$ cat src/sv/hvc_pkg.sv
// shared types, constants and helper functions for the hmm viterbi window classifier
// no dependencies; imported by every module of the block
package hvc_pkg;

  // block configuration
  localparam int WINDOW   = 10;
  localparam int ROW_BITS = 12;
  localparam int LOG_BITS = 16;

  // port widths fixed by the item fields
  localparam int ROW_W = 12;
  localparam int CNT_W = 4;
  localparam int SYM_W = 2;

  // configuration register widths
  localparam int CFG_W     = 64;
  localparam int TRANS_W   = 64;
  localparam int EMIS_W    = 48;
  localparam int INIT_W    = 32;
  localparam int CFG_IDX_W = 2;

  // configuration register indexes
  localparam logic [CFG_IDX_W-1:0] CFG_TRANS = 2'd0;
  localparam logic [CFG_IDX_W-1:0] CFG_EMIS0 = 2'd1;
  localparam logic [CFG_IDX_W-1:0] CFG_EMIS1 = 2'd2;
  localparam logic [CFG_IDX_W-1:0] CFG_INIT  = 2'd3;

  // movement symbol codes
  localparam logic [SYM_W-1:0] SYM_DOWN   = 2'd0;
  localparam logic [SYM_W-1:0] SYM_UP     = 2'd1;
  localparam logic [SYM_W-1:0] SYM_STEADY = 2'd2;

  // row difference within this band counts as steady
  localparam int STEADY_LIM = 2;
  localparam int DIFF_W     = ROW_BITS + 1;
  typedef logic signed [DIFF_W-1:0] diff_t;

  // fill counter and step counters
  localparam int FILL_W   = $clog2(WINDOW + 1);
  localparam int STEP_W   = $clog2(WINDOW);
  localparam int BP_DEPTH = WINDOW - 1;

  // path metric holds 2*WINDOW summed log terms without overflow
  localparam int MET_W = LOG_BITS + $clog2(2 * WINDOW) + 1;
  typedef logic signed [MET_W-1:0] metric_t;

  // front to back queue
  localparam int Q_DEPTH = 2;
  localparam int Q_PTR_W = $clog2(Q_DEPTH);
  localparam int Q_CNT_W = $clog2(Q_DEPTH + 1);

  typedef struct packed {
    logic             full;
    logic [SYM_W-1:0] sym;
  } item_t;

  typedef struct packed {
    logic [TRANS_W-1:0] trans;
    logic [EMIS_W-1:0]  emis0;
    logic [EMIS_W-1:0]  emis1;
    logic [INIT_W-1:0]  init;
  } cfg_t;

  // packed log field k of a register; bits past the register read as zero
  function automatic logic [LOG_BITS-1:0] log_field(input logic [CFG_W-1:0] r,
                                                    input int unsigned k);
    logic [CFG_W+4*LOG_BITS-1:0] e;
    e = {{(4*LOG_BITS){1'b0}}, r};
    return e[k*LOG_BITS +: LOG_BITS];
  endfunction

  // sign extend a log field to metric width
  function automatic metric_t sext(input logic [LOG_BITS-1:0] f);
    return {{(MET_W-LOG_BITS){f[LOG_BITS-1]}}, f};
  endfunction

  // emission log term of one state for a symbol
  function automatic metric_t emis_term(input logic [EMIS_W-1:0] r,
                                        input logic [SYM_W-1:0] sym);
    logic [LOG_BITS-1:0] f;
    case (sym)
      SYM_DOWN:   f = log_field(CFG_W'(r), 0);
      SYM_UP:     f = log_field(CFG_W'(r), 1);
      SYM_STEADY: f = log_field(CFG_W'(r), 2);
      default:    f = log_field(CFG_W'(r), 3);
    endcase
    return sext(f);
  endfunction

endpackage

$ cat src/sv/hvc_front.sv
// front end: turns row positions into movement symbols and tracks window fill
// depends on hvc_pkg
module hvc_front (
  input  logic                    clk,
  input  logic                    rst_n,
  input  logic                    in_valid,
  output logic                    in_ready,
  input  logic [hvc_pkg::ROW_W-1:0] in_row_position,
  output logic                    push,
  output hvc_pkg::item_t          push_item,
  input  logic                    push_ready
);
  import hvc_pkg::*;

  logic [ROW_BITS-1:0] prev_row_r;
  logic [FILL_W-1:0]   fill_cnt_r;
  logic [ROW_BITS-1:0] row;
  logic [ROW_BITS+ROW_W-1:0] row_ext;
  diff_t               diff;
  logic [SYM_W-1:0]    sym;
  logic                full;

  // only the low row bits take part
  assign row_ext = {{ROW_BITS{1'b0}}, in_row_position};
  assign row     = row_ext[ROW_BITS-1:0];
  assign diff    = diff_t'({1'b0, row}) - diff_t'({1'b0, prev_row_r});

  // classify the movement
  always_comb begin
    if (diff > diff_t'(STEADY_LIM)) begin
      sym = SYM_UP;
    end else if (diff < -diff_t'(STEADY_LIM)) begin
      sym = SYM_DOWN;
    end else begin
      sym = SYM_STEADY;
    end
  end

  assign full           = (fill_cnt_r == FILL_W'(WINDOW));
  assign in_ready       = push_ready;
  assign push           = in_valid && push_ready;
  assign push_item.sym  = sym;
  assign push_item.full = full;

  // previous row advances on each transfer; the fill counter advances until it reaches WINDOW
  always_ff @(posedge clk) begin
    if (!rst_n) begin
      prev_row_r <= '0;
      fill_cnt_r <= '0;
    end else if (push) begin
      prev_row_r <= row;
      if (!full) begin
        fill_cnt_r <= fill_cnt_r + FILL_W'(1);
      end
    end
  end

endmodule

$ cat src/sv/hvc_queue.sv
// small fifo of classified items between front and back
// depends on hvc_pkg
module hvc_queue (
  input  logic           clk,
  input  logic           rst_n,
  input  logic           push,
  input  hvc_pkg::item_t push_item,
  output logic           push_ready,
  input  logic           pop,
  output hvc_pkg::item_t pop_item,
  output logic           pop_valid
);
  import hvc_pkg::*;

  item_t              mem_r [Q_DEPTH];
  logic [Q_PTR_W-1:0] wr_ptr_r;
  logic [Q_PTR_W-1:0] rd_ptr_r;
  logic [Q_CNT_W-1:0] count_r;

  assign push_ready = (count_r != Q_CNT_W'(Q_DEPTH));
  assign pop_valid  = (count_r != '0);
  assign pop_item   = mem_r[rd_ptr_r];

  // storage
  always_ff @(posedge clk) begin
    if (push) begin
      mem_r[wr_ptr_r] <= push_item;
    end
  end

  // pointers and occupancy
  always_ff @(posedge clk) begin
    if (!rst_n) begin
      wr_ptr_r <= '0;
      rd_ptr_r <= '0;
      count_r  <= '0;
    end else begin
      if (push) begin
        wr_ptr_r <= (wr_ptr_r == Q_PTR_W'(Q_DEPTH - 1)) ? '0 : wr_ptr_r + Q_PTR_W'(1);
      end
      if (pop) begin
        rd_ptr_r <= (rd_ptr_r == Q_PTR_W'(Q_DEPTH - 1)) ? '0 : rd_ptr_r + Q_PTR_W'(1);
      end
      case ({push, pop})
        2'b10:   count_r <= count_r + Q_CNT_W'(1);
        2'b01:   count_r <= count_r - Q_CNT_W'(1);
        default: count_r <= count_r;
      endcase
    end
  end

endmodule

$ cat src/sv/hvc_back.sv
// back end: symbol window, viterbi forward pass, traceback and result register
// depends on hvc_pkg
module hvc_back (
  input  logic                     clk,
  input  logic                     rst_n,
  input  hvc_pkg::cfg_t            cfg,
  input  logic                     pop_valid,
  input  hvc_pkg::item_t           pop_item,
  output logic                     pop,
  output logic                     out_valid,
  input  logic                     out_ready,
  output logic [hvc_pkg::CNT_W-1:0] out_state0_count,
  output logic                     out_window_full,
  output logic [hvc_pkg::SYM_W-1:0] out_movement_symbol
);
  import hvc_pkg::*;

  typedef enum logic [4:0] {
    BK_IDLE  = 5'b00001,
    BK_FWD   = 5'b00010,
    BK_PICK  = 5'b00100,
    BK_TRACE = 5'b01000,
    BK_DONE  = 5'b10000
  } bk_state_t;

  bk_state_t        state_r, state_nxt;
  logic [STEP_W-1:0] step_r, step_nxt;
  logic [SYM_W-1:0] win_r [WINDOW];
  logic [1:0]       bp_r [BP_DEPTH];
  metric_t          v0_r, v1_r, v0_nxt, v1_nxt;
  logic             st_r, st_nxt;
  logic [CNT_W-1:0] cnt_r, cnt_nxt;
  logic [SYM_W-1:0] cur_sym_r;

  logic             out_valid_r;
  logic [CNT_W-1:0] out_cnt_r;
  logic             out_full_r;
  logic [SYM_W-1:0] out_sym_r;

  logic    out_free;
  logic    last_step;
  logic    load_direct;
  logic    load_done;
  metric_t e0, e1;
  metric_t a00, a10, a01, a11;
  logic    arg0, arg1;

  assign out_free  = !out_valid_r || out_ready;
  assign last_step = (step_r == STEP_W'(WINDOW - 1));

  // take an item when idle; a fill item needs the result register free
  assign pop = (state_r == BK_IDLE) && pop_valid && (pop_item.full || out_free);
  assign load_direct = pop && !pop_item.full;
  assign load_done   = (state_r == BK_DONE) && out_free;

  // add-compare-select for both states on the oldest window tap
  assign e0   = emis_term(cfg.emis0, win_r[0]);
  assign e1   = emis_term(cfg.emis1, win_r[0]);
  assign a00  = v0_r + sext(log_field(cfg.trans, 0));
  assign a01  = v0_r + sext(log_field(cfg.trans, 1));
  assign a10  = v1_r + sext(log_field(cfg.trans, 2));
  assign a11  = v1_r + sext(log_field(cfg.trans, 3));
  assign arg0 = (a00 < a10);
  assign arg1 = (a01 < a11);

  // sequencer
  always_comb begin
    state_nxt = state_r;
    step_nxt  = step_r;
    v0_nxt    = v0_r;
    v1_nxt    = v1_r;
    st_nxt    = st_r;
    cnt_nxt   = cnt_r;
    case (state_r)
      BK_IDLE: begin
        if (pop && pop_item.full) begin
          state_nxt = BK_FWD;
          step_nxt  = '0;
        end
      end
      BK_FWD: begin
        if (step_r == '0) begin
          v0_nxt = sext(log_field(CFG_W'(cfg.init), 0)) + e0;
          v1_nxt = sext(log_field(CFG_W'(cfg.init), 1)) + e1;
        end else begin
          v0_nxt = (arg0 ? a10 : a00) + e0;
          v1_nxt = (arg1 ? a11 : a01) + e1;
        end
        if (last_step) begin
          state_nxt = BK_PICK;
        end else begin
          step_nxt = step_r + STEP_W'(1);
        end
      end
      BK_PICK: begin
        // lower state wins a tie
        st_nxt    = (v0_r < v1_r);
        cnt_nxt   = '0;
        step_nxt  = '0;
        state_nxt = BK_TRACE;
      end
      BK_TRACE: begin
        if (!st_r) begin
          cnt_nxt = cnt_r + CNT_W'(1);
        end
        st_nxt = bp_r[0][st_r];
        if (last_step) begin
          state_nxt = BK_DONE;
        end else begin
          step_nxt = step_r + STEP_W'(1);
        end
      end
      BK_DONE: begin
        if (out_free) begin
          state_nxt = BK_IDLE;
        end
      end
      default: state_nxt = BK_IDLE;
    endcase
  end

  always_ff @(posedge clk) begin
    if (!rst_n) begin
      state_r <= BK_IDLE;
    end else begin
      state_r <= state_nxt;
    end
  end

  // datapath registers
  always_ff @(posedge clk) begin
    step_r <= step_nxt;
    v0_r   <= v0_nxt;
    v1_r   <= v1_nxt;
    st_r   <= st_nxt;
    cnt_r  <= cnt_nxt;
    if (pop) begin
      cur_sym_r <= pop_item.sym;
    end
  end

  // symbol window: shift in on a transfer, rotate once per forward step
  always_ff @(posedge clk) begin
    if (pop) begin
      for (int i = 0; i < WINDOW - 1; i++) begin
        win_r[i] <= win_r[i+1];
      end
      win_r[WINDOW-1] <= pop_item.sym;
    end else if (state_r == BK_FWD) begin
      for (int i = 0; i < WINDOW - 1; i++) begin
        win_r[i] <= win_r[i+1];
      end
      win_r[WINDOW-1] <= win_r[0];
    end
  end

  // backpointer stack: pushed during forward, popped during traceback
  always_ff @(posedge clk) begin
    if (state_r == BK_FWD && step_r != '0) begin
      for (int i = 1; i < BP_DEPTH; i++) begin
        bp_r[i] <= bp_r[i-1];
      end
      bp_r[0] <= {arg1, arg0};
    end else if (state_r == BK_TRACE) begin
      for (int i = 0; i < BP_DEPTH - 1; i++) begin
        bp_r[i] <= bp_r[i+1];
      end
    end
  end

  // result register
  always_ff @(posedge clk) begin
    if (!rst_n) begin
      out_valid_r <= 1'b0;
    end else if (load_direct || load_done) begin
      out_valid_r <= 1'b1;
    end else if (out_ready) begin
      out_valid_r <= 1'b0;
    end
  end

  always_ff @(posedge clk) begin
    if (load_direct) begin
      out_cnt_r  <= '0;
      out_full_r <= 1'b0;
      out_sym_r  <= pop_item.sym;
    end else if (load_done) begin
      out_cnt_r  <= cnt_r;
      out_full_r <= 1'b1;
      out_sym_r  <= cur_sym_r;
    end
  end

  assign out_valid           = out_valid_r;
  assign out_state0_count    = out_cnt_r;
  assign out_window_full     = out_full_r;
  assign out_movement_symbol = out_sym_r;

endmodule

$ cat src/sv/hmm_viterbi_window_classifier.sv
// top level of the hmm viterbi window classifier: config registers, front, queue, back
// depends on hvc_pkg, hvc_front, hvc_queue, hvc_back
//
// Usage:
//   Input channel (in_valid/in_ready, in_row_position) takes one frame position
//   per transfer. Result channel (out_valid/out_ready) returns one result per
//   input, in order: the movement symbol, a window-full flag and the count of
//   window positions decoded as state 0.
//   The first WINDOW inputs only fill the symbol window and come back through
//   the queue with window_full low and a zero count. Every later input runs a
//   full viterbi pass: WINDOW forward steps, one end-state pick and WINDOW
//   traceback steps on one add-compare-select unit, before its result is
//   loaded. One decode runs at a time, so the back end takes no new item until
//   the last result has been loaded into the output register.
//   A two-entry queue behind the front keeps input transfers going while the
//   back end decodes or while a result waits on out_ready; a stalled result
//   holds in the output register and the back end waits behind it.
//   Configuration (cfg_we, cfg_index, cfg_wdata) writes one register per cycle;
//   the user must write it only while the block is idle; the block does not enforce this.
//   Reset (rst_n, synchronous) clears the registers to zero, the previous row
//   and the fill count; the window contents are rebuilt by the next inputs.
module hmm_viterbi_window_classifier (
  input  logic                         clk,
  input  logic                         rst_n,
  input  logic                         in_valid,
  output logic                         in_ready,
  input  logic [hvc_pkg::ROW_W-1:0]     in_row_position,
  output logic                         out_valid,
  input  logic                         out_ready,
  output logic [hvc_pkg::CNT_W-1:0]     out_state0_count,
  output logic                         out_window_full,
  output logic [hvc_pkg::SYM_W-1:0]     out_movement_symbol,
  input  logic                         cfg_we,
  input  logic [hvc_pkg::CFG_IDX_W-1:0] cfg_index,
  input  logic [hvc_pkg::CFG_W-1:0]     cfg_wdata
);
  import hvc_pkg::*;

  cfg_t  cfg_r;
  logic  push;
  item_t push_item;
  logic  push_ready;
  logic  pop;
  item_t pop_item;
  logic  pop_valid;

  // configuration registers
  always_ff @(posedge clk) begin
    if (!rst_n) begin
      cfg_r <= '0;
    end else if (cfg_we) begin
      case (cfg_index)
        CFG_TRANS: cfg_r.trans <= cfg_wdata[TRANS_W-1:0];
        CFG_EMIS0: cfg_r.emis0 <= cfg_wdata[EMIS_W-1:0];
        CFG_EMIS1: cfg_r.emis1 <= cfg_wdata[EMIS_W-1:0];
        CFG_INIT:  cfg_r.init  <= cfg_wdata[INIT_W-1:0];
        default:   cfg_r       <= cfg_r;
      endcase
    end
  end

  hvc_front u_front (
    .clk             (clk),
    .rst_n           (rst_n),
    .in_valid        (in_valid),
    .in_ready        (in_ready),
    .in_row_position (in_row_position),
    .push            (push),
    .push_item       (push_item),
    .push_ready      (push_ready)
  );

  hvc_queue u_queue (
    .clk        (clk),
    .rst_n      (rst_n),
    .push       (push),
    .push_item  (push_item),
    .push_ready (push_ready),
    .pop        (pop),
    .pop_item   (pop_item),
    .pop_valid  (pop_valid)
  );

  hvc_back u_back (
    .clk                 (clk),
    .rst_n               (rst_n),
    .cfg                 (cfg_r),
    .pop_valid           (pop_valid),
    .pop_item            (pop_item),
    .pop                 (pop),
    .out_valid           (out_valid),
    .out_ready           (out_ready),
    .out_state0_count    (out_state0_count),
    .out_window_full     (out_window_full),
    .out_movement_symbol (out_movement_symbol)
  );

`ifndef ASSERT_OFF
  // back end only takes from a non-empty queue
  a_pop_nonempty: assert property (@(posedge clk) disable iff (!rst_n)
    pop |-> pop_valid)
    else $error("pop from empty queue");

  // a result from the fill phase carries no decode count
  a_fill_count_zero: assert property (@(posedge clk) disable iff (!rst_n)
    out_valid && !out_window_full |-> out_state0_count == '0)
    else $error("nonzero count before window full");

  // reported symbol is always a legal code
  a_sym_legal: assert property (@(posedge clk) disable iff (!rst_n)
    out_valid |-> (out_movement_symbol == SYM_DOWN) || (out_movement_symbol == SYM_UP) ||
                  (out_movement_symbol == SYM_STEADY))
    else $error("illegal movement symbol");
`endif

endmodule
$ cat config.mk
export PLATFORM = sky130hd
export DESIGN_NAME = hmm_viterbi_window_classifier
export DESIGN_NICKNAME = d
export VERILOG_FILES = /design/src/sv/hvc_pkg.sv /design/src/sv/hvc_front.sv /design/src/sv/hvc_queue.sv /design/src/sv/hvc_back.sv /design/src/sv/hmm_viterbi_window_classifier.sv
export SDC_FILE = /design/constraint.sdc
export NUM_CORES = 1
export LEC_CHECK = 0
export BUFFER_PORTS_ARGS = -buffer_cell sky130_fd_sc_hd__buf_2
export CAP_MARGIN = 20
export CORE_MARGIN = 10
export CORE_UTILIZATION = 25
export CTS_CLUSTER_DIAMETER = 200
export DETAILED_ROUTE_END_ITERATION = 7
export GPL_TIMING_DRIVEN = 0
export HOLD_SLACK_MARGIN = 0.02
export PLACE_DENSITY = 0.41
export SYNTH_ARGS = -nofsm -noshare
export SYNTH_HDL_FRONTEND = slang
export SYNTH_HIERARCHICAL = 1
export SYNTH_SLANG_ARGS = --single-unit
$ cat constraint.sdc
create_clock -name clk -period 7.95 [get_ports clk]
set_clock_uncertainty 0.2 [all_clocks]
set_input_delay 1.59 -clock clk [delete_from_list [all_inputs] [get_ports clk]]
set_output_delay 1.59 -clock clk [all_outputs]
set_load 0.05 [all_outputs]
* Word level (Yosys, flattened, before mapping)
Memories as Yosys holds them, arrays and structs flattened. A register that Yosys moved wholly into a read port is not among the register bits.
Cells that the tools add are included.
** Storage, ports and cells
- Register bits :: 280
- Bits in writable memories :: 44
- Bits of input ports :: 83
- Memories kept :: 3
** Cells by class
- $add $sub $neg :: 16
- $lt $le $gt $ge :: 6
- Equal/unequal tests :: 21
- Mux-type cells :: 60
- Bitwise gates (word level) :: 19
- Reduce and logical (&&, ||, !) cells :: 31
** Memories
- u_back.win_r :: words 10, bits a word 2, rd ports 10, clocked after memory_dff 0, wr ports 10, line hvc_back.sv:28 : logic [SYM_W-1:0] win_r [WINDOW];
- u_back.bp_r :: words 9, bits a word 2, rd ports 9, clocked after memory_dff 0, wr ports 9, line hvc_back.sv:29 : logic [1:0] bp_r [BP_DEPTH];
- u_queue.mem_r :: words 2, bits a word 3, rd ports 1, clocked after memory_dff 1, wr ports 1, line hvc_queue.sv:15 : item_t mem_r [Q_DEPTH];
** Operators with widths (count)
- adder 22 x 16 -> 22 bit :: 6
- one-hot mux 16 bit (3 select lines) :: 2
- two-way mux 22 bit :: 4
- < comparator 22 bit :: 3
- two-way mux 2 bit :: 22
- adder 16 x 16 -> 17 bit :: 2
- one-hot mux 5 bit (5 select lines) :: 1
- two-way mux 1 bit :: 20
- two-way mux 5 bit :: 4
- OR 1 bit :: 18
- > comparator 13 x 3 -> 1 bit, second input constant :: 1
- < comparator 13 x 2 -> 1 bit, second input constant :: 1
- subtractor 12 x 12 -> 13 bit :: 1
- adder 4 x 1 -> 4 bit, second input constant :: 3
- two-way mux 4 bit :: 3
- one-hot mux 4 bit (3 select lines) :: 1
- AND reduction 2 bit :: 6
- nonzero test 2 bit :: 5
- == test 2 bit, second input constant :: 4
- == test 4 bit, second input constant :: 2
- != test 2 bit, second input constant :: 4
- one-hot mux 4 bit (2 select lines) :: 1
- logical AND 1 bit :: 7
- == test 2 x 1 -> 1 bit, second input constant :: 3
- other kinds (22) :: 29

* Depth between registers and ports, before layout
Gate-level depths: netlist of the first run.
- Depth after elaboration :: 7
- Mapped depth :: 40
- Gate-level depth less buffers :: 40

* Cells and area by module
The synthesis of the first run kept the hierarchy.
** By module, submodules not included
- hvc_back :: instances 1, cells each 1588, area each 13593.0 um^2, seq. area each 3072.9 um^2
- hmm_viterbi_window_classifier :: instances 1, cells each 692, area each 7005.5 um^2, seq. area each 3843.7 um^2
- hvc_front :: instances 1, cells each 207, area each 1565.3 um^2, seq. area each 320.3 um^2
- hvc_queue :: instances 1, cells each 31, area each 430.4 um^2, seq. area each 280.3 um^2

* Worst setup path before layout of the first run
OpenSTA, ideal clock, no wires.
- Path kind :: reg-to-reg
- Start :: register u_back.v0_r[11]
- End :: register u_back.v1_r[20], data pin
- Setup time :: 0.278 ns
- Arrival :: 7.144 ns
- Data required time :: 7.472 ns
- Setup slack :: 0.327 ns
- Stages on the path, launching flop included :: 35
- Period minus slack after synthesis :: 7.623 ns
- Path through :: edfxtp_1 -> ha_1 -> and3_1 -> a221o_1 -> a21boi_1 -> o21bai_1 -> or3_1 -> a31o_2 -> a31o_2 -> a21oi_1 -> xnor2_1 -> ha_1 -> nand4_1 -> or2_2 -> o21ai_0 -> a21oi_1 -> maj3_2 -> o21ai_4 -> xor2_4 -> mux2_2 -> ha_1 -> inv_1 -> fa_1 -> nor2b_1 -> o21ai_0 -> a21boi_0 -> o21ai_0 -> a21boi_0 -> o21ai_0 -> a21oi_1 -> o31a_1 -> a221o_1 -> a31o_2 -> a21oi_1 -> o21ai_0
** Between the ends
- Longest elaborated chain between the ends :: 5
** RTL lines
- start, declared :: line hvc_back.sv:30 : metric_t v0_r, v1_r, v0_nxt, v1_nxt;
- start signal, assigned :: line hvc_back.sv:133 : v0_r <= v0_nxt;
- adder 22 x 16 -> 22 bit (*) :: line hvc_back.sv:60 : assign a01 = v0_r + sext(log_field(cfg.trans, 1));
- < comparator 22 bit :: line hvc_back.sv:64 : assign arg1 = (a01 < a11);
- two-way mux 22 bit (*) :: line hvc_back.sv:87 : v1_nxt = (arg1 ? a11 : a01) + e1;
- adder 22 x 16 -> 22 bit (*) :: line hvc_back.sv:87
- two-way mux 22 bit (*) :: line hvc_back.sv:82 : if (step_r == '0) begin
- end signal, assigned :: line hvc_back.sv:134 : v1_r <= v1_nxt;
- end, declared :: line hvc_back.sv:30
Mark *: on every way between the ends. The rest lies on a longest branch, timed or not.
A chain may end at the register's enable or synchronous reset.

* Worst setup path in the final report of the first run
- Start :: register u_back.v0_r[1]
- End :: register u_back.v0_r[20], data pin
** Between the ends
- Longest elaborated chain between the ends :: 5
** RTL lines
- adder 22 x 16 -> 22 bit (*) :: line hvc_back.sv:59 : assign a00 = v0_r + sext(log_field(cfg.trans, 0));
- < comparator 22 bit :: line hvc_back.sv:63 : assign arg0 = (a00 < a10);
- two-way mux 22 bit (*) :: line hvc_back.sv:86 : v0_nxt = (arg0 ? a10 : a00) + e0;
- adder 22 x 16 -> 22 bit (*) :: line hvc_back.sv:86
- two-way mux 22 bit (*) :: line hvc_back.sv:82
Marked as above.

==> reports/qor.csv, run 1 <==
stage,metric,value,unit
status,outcome,finished clean,
clock_tree,CTS tree,built,
synthesis,synthesized cell area,22590,um2
sta,setup ws final,0.01420,ns
floorplan,Rows,110,
worst_hold_path,hold path endpoint,u_back/win_r[0][14],
clock_tree,clk slew on worst S/H paths,0.06,ns
global_routing,initial antenna violation count,0,
clock_tree,Root Driver,clkbuf_16,
route,drt initial violations,1012,
sta,final worst path period need,7.936,ns
worst_setup_path,slowest cell on the critical path,edfxtp_1,
sta,Final Hold Vio Count,0,
placement,Placed Area,24630,um2
clock_tree,CTS buffer count,42,
route,# DRC,0,
placement,Post-Place Worst Slack,-2.086,ns
sta,max-slew violations,0,
clock_tree,Post-CTS Hold Fix Bufs,0,
synthesis,"Seq/Total Area, Yosys",33.27,%
sta,Worst slew margin,17.74,%
synthesis,"FFs w/ async S/R, synth",0,%
pwr,overall power,6.286,mW
placement,Port Buf Inserts,91,
finish,filler instances,9429,
worst_setup_path,top fanout value on the critical path,10,
global_routing,global-route total usage across every layer,14.66,%
worst_setup_path,worst flop-to-flop path startpoint,u_back/v0_r[1],
pwr,Leak,12.06,nW
route,ANT nets after route,0,
worst_setup_path,Crit. End Element,flop,
sta,unrepaired setup endpoints after global routing,yes,
global_routing,first-pass GRT wire length,115100,um
worst_setup_path,CP max stage delay,0.46,ns
global_routing,number of global-route vias before repair,19282,
worst_setup_path,CP Launch Type,flop,
route,Routed WL,77500,um
placement,RD Place Congestion,0.8569,
worst_setup_path,reg2reg setup slack,0.01,ns
global_routing,largest net degree at the start of global routing,23,
placement,placed insts,3794,
finish,final core utilization,30.43,%
synthesis,yosys warns,6,
global_routing,GRT overflow,0,
worst_setup_path,Crit path arrival time,8.05,ns
clock_tree,"Clk Latency, worst-skew pair",0.60,ns
worst_setup_path,Register-to-Register Path Depth,37,
floorplan,num ports,92,
sta,fin crit share,99.82,%
finish,Area Growth Syn to Fin,21.06,%
pwr,Pwr Density,229.8,nW/um2
synthesis,number of synthesized flops with an enable pin,101,
worst_setup_path,critical path data required time,8.06,ns
floorplan,total core area,89870,um2
pwr,Peak VDD IR,0.1587,mV
finish,nets,3069,
synthesis,register bit count reported by yosys,325,
floorplan,starting density of the core,25.14,%
sta,total negative setup slack,0,ns
worst_setup_path,CP Class,flop to flop,
synthesis,post-synthesis cell type count,89,
finish,post-route cell area,27350,um2
synthesis,Avg Inst Size Synth,8.973,um2
finish,"Cell Count, Final, Fillers Out",3952,
synthesis,synthesized net count,2846,
run,Max Cap Viol,0,
sta,Worst-Margin Slew,1.221,ns
clock_tree,Clock Tree Buf Depth,3,
clock_tree,CTS sink cnt,325,
floorplan,Die Ht,320.6,um
clock_tree,Max H-tree Level,2,
route,WL per Instance,19.61,um
floorplan,die area,102800,um2
route,vias per inst,4.761,
synthesis,Main synth FF type,dfxtp_1,
worst_setup_path,RR Endpoint,u_back/v0_r[20],
worst_hold_path,Hold Crit Class,flop to flop,
floorplan,Die Wd,320.6,um
placement,Post-DP HPWL,61490,um
worst_hold_path,hold path depth,0,
sta,final-report setup violation count,0,
sta,fmax,126.0,MHz
sta,Hold Worst Slack,0.2219,ns
finish,share of cells above drive strength 1,16.76,%
route,vias,18817,
worst_hold_path,worst min-delay path startpoint,u_back/win_r[0][16],
synthesis,Post-Synthesis Cells,2518,
route,drt pass-1 iters,5,
## worst max-delay path, delay by kind of cell (launching register included)
family / cells / cell delay [ns]
compound gates: 18 / 3.81
xor+xnor: 3 / 0.49
fa+ha+maj: 3 / 0.90
buf+inv: 3 / 0.57
flops: 1 / 0.46
simple gates: 10 / 1.19
## worst max-delay path by stage
stage                           start                 end  slack [ns]  cells after the start
finish                 u_back/v0_r[1]     u_back/v0_r[20]        0.01                     37
global route           u_back/v1_r[0]     u_back/v1_r[21]       -0.25                     40
CTS                    u_back/v0_r[0]     u_back/v1_r[20]       -0.18                     42
detailed placement     u_back/v0_r[0]     u_back/v0_r[21]       -2.09                     36
global placement    u_back/state_r[2]  u_back/bp_r[0][14]       -2.89                      5
floorplan             u_back/v0_r[11]     u_back/v1_r[20]        0.33                     34
## where the power goes
part | switching, mW | internal (mW)
registers | 0.0988 | 1.96
logic | 1.34 | 0.896
clock network | 0.801 | 1.19
total | 2.24 | 4.04
## state kept, by name (all words and copies together), names as in the netlist, 4 cells and up, named ones only
name,cells
cfg_r,192
u_back/v0_r,22
u_back/v1_r,22
u_back/win_r,20
u_back/bp_r,18
u_front/prev_row_r,12
u_queue/mem_r,6
u_back/state_r,5
u_back/cnt_r,4
u_back/out_state0_count,4
u_back/step_r,4
u_front/fill_cnt_r,4
## layout by cell type, fill, tap and decap left out, types with 21 or more instances in the layout
cell type / n
xor2_1: 63
xnor2_1: 77
mux2_2: 30
nor2_1: 120
nand2b_1: 25
nand3_1: 42
ha_1: 223
buf_4: 85
mux2i_1: 243
dfxtp_1: 224
a21o_1: 68
buf_2: 111
nand2_1: 420
clkbuf_16: 46
clkbuf_1: 50
nor3_1: 21
edfxtp_1: 101
o21ai_0: 112
a21oi_2: 30
nor2b_1: 29
a21oi_1: 109
inv_1: 127
## logic make-up (layout without fill, tap and decap cells)
| family | count (synthesis) | count (layout) | share of synthesized area, % |
|---|---|---|---|
| other | 0 | 1 | 0 |
| adder cells (fa/ha/maj) | 247 | 247 | 13.96 |
| AO/OA/AOI/OAI | 532 | 532 | 15.17 |
| AND/OR/NAND/NOR | 768 | 768 | 15.15 |
| buffers and inverters | 222 | 479 | 4.175 |
| XOR/XNOR | 147 | 147 | 5.781 |
| multiplexers | 277 | 277 | 12.49 |
| flip-flops | 325 | 325 | 33.27 |
## metal layers
metal | global-route usage [%] | vias up | share of wire (%)
li1 | - | 9387 | -
met1 | 19.94 | 9033 | 49
met2 | 24.14 | 313 | 45
met3 | 2.021 | 84 | 3.7
met4 | 3.646 | 0 | 2.2
met5 | 0 | - | 0
## synthesized netlist by cell type, drive strengths merged (4+ instances only)
| master | instances | area, um2 |
|---|---|---|
| and2 | 13 | 81.33 |
| or2 | 8 | 50.05 |
| nand3 | 43 | 215.2 |
| o21a | 21 | 157.7 |
| a21oi | 143 | 734.4 |
| o311ai | 5 | 51.31 |
| dfxtp | 224 | 4484 |
| o31ai | 11 | 82.58 |
| clkbuf | 39 | 146.4 |
| a31o | 6 | 52.55 |
| edfxtp | 101 | 3033 |
| nand2b | 27 | 173.9 |
| o31a | 6 | 61.31 |
| ha | 236 | 2953 |
| a211o | 5 | 43.79 |
| and3 | 15 | 93.84 |
| xor2 | 67 | 605.6 |
| nand3b | 9 | 67.56 |
| o2111ai | 6 | 52.55 |
| nand4 | 15 | 93.84 |
| o211ai | 10 | 75.07 |
| inv | 136 | 510.5 |
| nor4 | 8 | 56.30 |
| nor2 | 125 | 469.2 |
| mux2i | 243 | 2432 |
| nor3b | 5 | 37.54 |
| a21boi | 28 | 210.2 |
| or3 | 14 | 87.58 |
| a31oi | 15 | 93.84 |
| a2111oi | 5 | 62.56 |
| nor2b | 31 | 201.4 |
| nor3 | 21 | 105.1 |
| nand2 | 421 | 1580 |
| a221o | 4 | 40.04 |
| o21ai | 147 | 750.7 |
| xnor2 | 80 | 700.7 |
| mux2 | 34 | 390.4 |
| fa | 9 | 180.2 |
| buf | 47 | 286.5 |
| a211oi | 7 | 62.56 |
| o41ai | 4 | 35.03 |
| a21o | 68 | 510.5 |
| o21bai | 19 | 142.6 |
## repair_timing
item | in CTS | in global routing
pin swaps | 70 | 88
buffers inserted | 45 | 34
gates resized for setup | 103 | 78
hold endpoints to repair | 0 | 0
setup endpoints to repair | 34 | 21
## cell type report
class	count	area (um2)	share of cell area, %
repair buffers	180	1184	4.327
inverters	136	510.5	1.866
clock inverters	17	201.4	0.7365
plain buffers	85	450.4	1.647
diodes	1	2.502	0.009149
well taps	1176	1471	5.379
flip-flops and latches	325	7517	27.48
clock buffers	61	1237	4.524
multi-input cells	1971	14780	54.03
No activity file was read; power rests on OpenSTA's default activity.
==> inputs of run 2 (changes only) <==
SETUP_SLACK_MARGIN = 0.2   (was default)
==> run 2 against run 1 <==
  * Flip-flop and latch count unchanged
  * Die area is the same
  * Wire length rose by 2.1%
  * Via count is 1.7% higher
  * Total power rose by 2.6%
  * Design area grew 2.5%
  * Non-clock buffer count rose by 53
  * Critical path depth is 4 higher
  * Maximum frequency increased by 0.75%
  * Utilization increased by 0.75 points
  * Sequential share of layout area is 0.66 points lower
  * Largest cell class unchanged
  * Highest routed layer unchanged
==> reports/qor.csv, run 2 (same netlist as run 1, synthesis figures left out) <==
stage,metric,value,unit,change
global_routing,global-route total usage across every layer,14.86,%,+0.20 points
sta,final worst path period need,7.877,ns,-0.05922 ns
finish,max reg flops,192,,unchanged
route,vias,19132,,+1.7%
route,drt pass-1 iters,5,,unchanged
sta,Worst-Margin Slew,1.314,ns,+0.09320 ns
worst_setup_path,worst setup path startpoint,u_back/v0_r[0],,
pwr,Peak VDD IR,0.1589,mV,about the same
worst_setup_path,CP Launch Type,flop,,
worst_hold_path,worst min-delay path startpoint,u_back/win_r[0][16],,
worst_hold_path,hold path depth,0,,unchanged
sta,Final Hold Vio Count,0,,unchanged
sta,final-report setup violation count,0,,unchanged
worst_setup_path,"most used cell, CP",o21ai_2,,
route,vias per inst,4.778,,+0.35%
floorplan,starting density of the core,25.14,%,unchanged
pwr,Leak,12.37,nW,+2.6%
global_routing,first-pass GRT wire length,117000,um,+1.6%
clock_tree,Max H-tree Level,2,,unchanged
clock_tree,CTS buffer count,42,,unchanged
worst_setup_path,worst flop-to-flop path startpoint,u_back/v0_r[0],,
route,met3 WL,2968,um,+3.6%
finish,post-route cell area,28030,um2,+2.5%
placement,Placed Area,24630,um2,unchanged
finish,Top reg by flops,cfg_r,,
route,ANT nets after route,0,,unchanged
finish,final antenna diode count,0,,-1
sta,fin crit share,99.08,%,-0.74 points
finish,"most common cell after layout, fill and taps aside",nand2_1,,
worst_setup_path,critical path data required time,8.02,ns,-0.04 ns
worst_setup_path,CP Class,flop to flop,,
finish,filler instances,9390,,-0.41%
placement,Port Buf Inserts,91,,unchanged
placement,RD Place Congestion,0.8569,,unchanged
global_routing,GRT overflow,0,,unchanged
sta,Worst slew margin,11.46,%,-6.3 points
clock_tree,Clock Tree Buf Depth,3,,unchanged
clock_tree,Root Driver,clkbuf_16,,
floorplan,num ports,92,,unchanged
clock_tree,"Clk Latency, worst-skew pair",0.60,ns,about the same
global_routing,initial antenna violation count,0,,unchanged
placement,Post-DP HPWL,61490,um,unchanged
route,WL per Instance,19.77,um,+0.79%
worst_setup_path,reg2reg setup slack,0.07,ns,+0.06 ns
sta,unrepaired setup endpoints after global routing,yes,,
floorplan,Die Ht,320.6,um,unchanged
global_routing,number of global-route vias before repair,19664,,+2.0%
floorplan,die area,102800,um2,unchanged
finish,nets,3122,,+1.7%
finish,share of cells above drive strength 1,19.41,%,+2.7 points
route,# DRC,0,,unchanged
worst_setup_path,slowest cell on the critical path,edfxtp_1,,
route,met1 WL,38350,um,+0.94%
route,top layer in use,met4,,
finish,final core utilization,31.19,%,+0.75 points
floorplan,Rows,110,,unchanged
run,Max Cap Viol,0,,unchanged
floorplan,total core area,89870,um2,unchanged
worst_hold_path,Hold Crit Class,flop to flop,,
finish,Area Growth Syn to Fin,24.06,%,
clock_tree,CTS sink cnt,325,,unchanged
sta,Hold Worst Slack,0.2219,ns,-0.000001000 ns
route,Routed WL,79140,um,+2.1%
route,met2 wire len,35780,um,+2.3%
sta,fmax,127.0,MHz,+0.75%
pwr,Pwr Density,230.1,nW/um2,+0.14%
global_routing,largest net degree at the start of global routing,23,,unchanged
floorplan,Die Wd,320.6,um,unchanged
route,drt initial violations,1070,,+5.7%
worst_setup_path,Crit path arrival time,7.94,ns,-0.11 ns
clock_tree,clk slew on worst S/H paths,0.06,ns,about the same
clock_tree,CTS tree,built,,
finish,most frequent cells in the layout,"nand2_1 (421), mux2i_1 (243), dfxtp_1 (224), ha_1 (217), inv_1 (126)",,
finish,biggest regs,"cfg_r: 192 flops, u_back/v0_r: 22 flops, u_back/v1_r: 22 flops",,
worst_setup_path,Crit. End Element,flop,,
worst_setup_path,top fanout value on the critical path,3,,-7
worst_setup_path,CP max stage delay,0.47,ns,about the same
worst_setup_path,Register-to-Register Path Depth,41,,+11%
status,outcome,finished clean,,
clock_tree,Post-CTS Hold Fix Bufs,0,,unchanged
sta,max-slew violations,0,,unchanged
-- run 2: cell count changes in the layout (fill, tap and decap cells not counted), sizes merged --
cell    previous run  this run
diode              1         0
clkbuf           100       103
buf              226       276
-- run 2: through the flow --
step	setup WS [ns]	TNS (ns)	std cells	power, mW
after floorplan	0.3275	0	2518	3.475
after global placement	-2.891	-189.92	3785	4.062
after detailed placement	-2.086	-31.65	3794	4.108
after CTS	-0.1345	-0.2500	3961	6.361
after global routing	-0.1838	-1.031	4004	6.824
final	0.07342	0	4004	6.450
-- run 2: repair_timing --
item,4_1_cts,5_1_grt
cloned,0,2
gates resized for setup,157,84
setup buffers,89,39
hold endpoints to repair,0,0
pin swaps,108,101
setup endpoints to repair,37,21
-- run 2: cell type report --
class                   instances  area (um2)  share of cell area (%)
plain buffers                  86       479.2                   1.710
clock buffers                  61        1237                   4.415
clock inverters                17       201.4                  0.7187
inverters                     136       513.0                   1.830
multi-input cells            1971       14970                   53.40
flip-flops and latches        325        7517                   26.82
well taps                    1176        1471                   5.249
repair buffers                232        1642                   5.856
-- run 2: path summary, 6_finish.rpt --
kind | end
setup / recovery | u_back/v1_r[20]
hold / removal | u_back/win_r[0][14]
setup reg to reg | u_back/v1_r[20]
hold reg to reg | u_back/win_r[0][14]
-- run 2: power by group --
part           internal, mW  total [mW]  switching, mW
sequential             1.96        2.06         0.0989
clock                  1.19        1.99          0.799
combinational          1.00        2.41           1.40
-- run 2: worst max-delay path: cells and delay by family (launching register included) --
kind,cells,cell delay [ns]
simple gates,4,0.54
compound gates,23,3.70
fa+ha+maj,6,1.41
buf+inv,5,0.50
xor+xnor,2,0.40
mux,1,0.32
flops,1,0.47
-- run 2: layer usage --
layer,global-route usage (%),vias to the layer above
met2,24.48,343
met1,20.01,9206
li1,-,9486
met5,0,-
met3,2.103,97
met4,4.082,0
==> inputs of run 3 (changes only) <==
CORE_ASPECT_RATIO = 1.75   (was default)
==> run 3 against run 2 <==
  * The flow now finishes with violations (setup timing)
  * Clock-buffer cell count fell by 12
  * Global-route usage increased by 1.7 points
  * Critical path depth is 6 lower
  * Critical path type unchanged
  * Critical endpoint unchanged
  * Total power down 4.2%
  * Highest routed layer is now met5
  * Clock power is 12% lower
  * Worst hold slack lost 0.0030 ns
  * First-iteration DRC count fell by 24%
  * Final cell count down 0.70%
==> reports/qor.csv, run 3 (same netlist as run 1, synthesis figures left out) <==
stage,metric,value,unit,change
status,outcome,"finished, violations left",,
status,failing checks,setup timing,,
sta,Final Hold Vio Count,0,,unchanged
worst_setup_path,slowest cell on the critical path,edfxtp_1,,
route,drt initial violations,813,,-24%
pwr,Peak VDD IR,0.1872,mV,+18%
worst_setup_path,CP Class,flop to flop,,
worst_setup_path,"most used cell, CP",o21ai_2,,
sta,Worst-Margin Slew,1.159,ns,-0.1549 ns
placement,Port Buf Inserts,91,,unchanged
worst_hold_path,hold path depth,0,,unchanged
floorplan,Rows,145,,+32%
placement,Post-Place Worst Slack,-2.176,ns,-0.09005 ns
clock_tree,Max H-tree Level,2,,unchanged
finish,biggest regs,"cfg_r: 192 flops, u_back/v0_r: 22 flops, u_back/v1_r: 22 flops",,
run,Max Cap Viol,0,,unchanged
finish,Top reg by flops,cfg_r,,
floorplan,total core area,89440,um2,-0.48%
finish,most frequent cells in the layout,"nand2_1 (421), mux2i_1 (240), dfxtp_1 (223), ha_1 (222), inv_1 (129)",,
global_routing,global-route total usage across every layer,16.58,%,+1.7 points
finish,"most common cell after layout, fill and taps aside",nand2_1,,
global_routing,largest net degree at the start of global routing,23,,unchanged
sta,Worst slew margin,21.89,%,+10 points
global_routing,initial antenna violation count,16,,+16
worst_setup_path,CP Launch Type,flop,,
placement,Post-DP HPWL,70790,um,+15%
route,ANT nets after route,0,,unchanged
route,Routed WL,86970,um,+9.9%
finish,nets,3096,,-0.83%
route,drt pass-1 iters,6,,+1
route,# DRC,0,,unchanged
placement,placed insts,3796,,+0.053%
pwr,Leak,12.17,nW,-1.6%
placement,RD Place Congestion,0.8945,,+4.4%
pwr,Pwr Density,223.7,nW/um2,-2.8%
clock_tree,"Clk Latency, worst-skew pair",0.59,ns,about the same
clock_tree,Root Driver,clkbuf_16,,
floorplan,Die Ht,417.7,um,+30%
sta,setup ws final,-0.002240,ns,-0.07566 ns
finish,max reg flops,192,,unchanged
route,vias,19248,,+0.61%
finish,share of cells above drive strength 1,18.47,%,-0.94 points
worst_setup_path,top fanout value on the critical path,5,,+2
sta,unrepaired setup endpoints after global routing,yes,,
global_routing,GRT overflow,0,,unchanged
route,WL per Instance,21.87,um,+11%
sta,fin crit share,100.0,%,+0.95 points
worst_setup_path,Crit. End Element,flop,,
floorplan,num ports,92,,unchanged
global_routing,number of global-route vias before repair,19944,,+1.4%
route,vias per inst,4.841,,+1.3%
sta,max-slew violations,0,,unchanged
sta,final-report setup violation count,1,,+1
clock_tree,Clock Tree Buf Depth,3,,unchanged
worst_setup_path,reg2reg setup slack,-0.002,ns,-0.08 ns
worst_setup_path,critical path data required time,8.05,ns,+0.03 ns
sta,final worst path period need,7.952,ns,+0.07566 ns
clock_tree,clk slew on worst S/H paths,0.06,ns,about the same
floorplan,die area,103300,um2,+0.46%
clock_tree,CTS buffer count,36,,-14%
floorplan,starting density of the core,25.26,%,+0.12 points
clock_tree,CTS tree,built,,
finish,Area Growth Syn to Fin,22.29,%,
worst_setup_path,CP max stage delay,0.57,ns,+0.10 ns
worst_hold_path,Hold Crit Class,flop to flop,,
global_routing,first-pass GRT wire length,126600,um,+8.2%
sta,fmax,125.8,MHz,-0.95%
floorplan,Die Wd,247.3,um,-23%
finish,"Cell Count, Final, Fillers Out",3976,,-0.70%
clock_tree,CTS sink cnt,325,,unchanged
worst_setup_path,Register-to-Register Path Depth,35,,-15%
worst_setup_path,Crit path arrival time,8.05,ns,+0.11 ns
[run 3: cell types whose count changed in the layout (fill, tap and decap cells not counted), sizes merged, moves of 2 or more]
cell and delta:
buf -17, clkbuf -15, bufinv -2, inv +2, diode +6
[run 3: cell type report]
| cell class | instances | area, um2 |
|---|---|---|
| fillers | 9329 | 61810 |
| multi-input cells | 1971 | 14960 |
| well taps | 1176 | 1471 |
| flip-flops and latches | 325 | 7518 |
| clock buffers | 49 | 1044 |
| repair buffers | 212 | 1485 |
| plain buffers | 86 | 486.7 |
| diodes | 6 | 15.01 |
| clock inverters | 15 | 138.9 |
| inverters | 136 | 514.2 |
[run 3: repair_timing]
item / 4_1_cts / 5_1_grt
endpoints found under the setup margin: 38 / 23
gates cloned: 0 / 0
hold buffers: 0 / 0
gates resized for setup: 149 / 78
pin swaps: 95 / 93
setup buffers: 77 / 33
[run 3: through the flow]
| stage | TNS (ns) | hold WS, ns | power (mW) | cell area, um2 | utilization, % |
|---|---|---|---|---|---|
| floorplan | 0 | 0.2003 | 3.475 | 22590 | - |
| global route | -1.644 | 0.2301 | 6.513 | 27630 | 30.89 |
| CTS | -0.5218 | 0.2209 | 6.112 | 27060 | 30.26 |
| global placement | -308.07 | 0.2030 | 4.105 | 24520 | 27.42 |
| finish | -0.002240 | 0.2189 | 6.180 | 27630 | 30.89 |
| detailed placement | -36.10 | 0.2065 | 4.157 | 24660 | 27.57 |
[run 3: path summary, 6_finish.rpt]
path | startpoint | to
worst max-delay path | u_back/v0_r[11] | u_back/v1_r[20]
worst min-delay path | u_back/win_r[0][17] | u_back/win_r[0][15]
worst max register to register | u_back/v0_r[11] | u_back/v1_r[20]
worst min register to register | u_back/win_r[0][17] | u_back/win_r[0][15]
[run 3: layer usage]
metal  vias to the layer above  wire length, um  global-route usage (%)
met5                         -              115                       0
met4                        22             7119                   11.66
met3                       206             2704                   2.284
met2                       336            46990                   32.14
met1                      9264            30040                   15.54
li1                       9420                -                       -
[run 3: worst max-delay path, delay by kind of cell (launching register included)]
| family | cells | cell delay, ns |
|---|---|---|
| AOI/OAI and AO/OA | 20 | 3.61 |
| adders and majority gates | 5 | 1.38 |
| and+or+nand+nor | 5 | 1.05 |
| DFF | 1 | 0.57 |
| xor gates and xnor gates | 2 | 0.34 |
| muxes | 1 | 0.32 |
| buffers and inverters | 2 | 0.20 |
[run 3: power by group]
| group | leakage [nW] | switching [mW] | total (mW) | internal [mW] |
|---|---|---|---|---|
| sequential | 2.72 | 0.102 | 2.06 | 1.96 |
| clock | 0.595 | 0.785 | 1.75 | 0.967 |
| combinational | 8.85 | 1.41 | 2.37 | 0.965 |
| total | 12.2 | 2.29 | 6.18 | 3.89 |
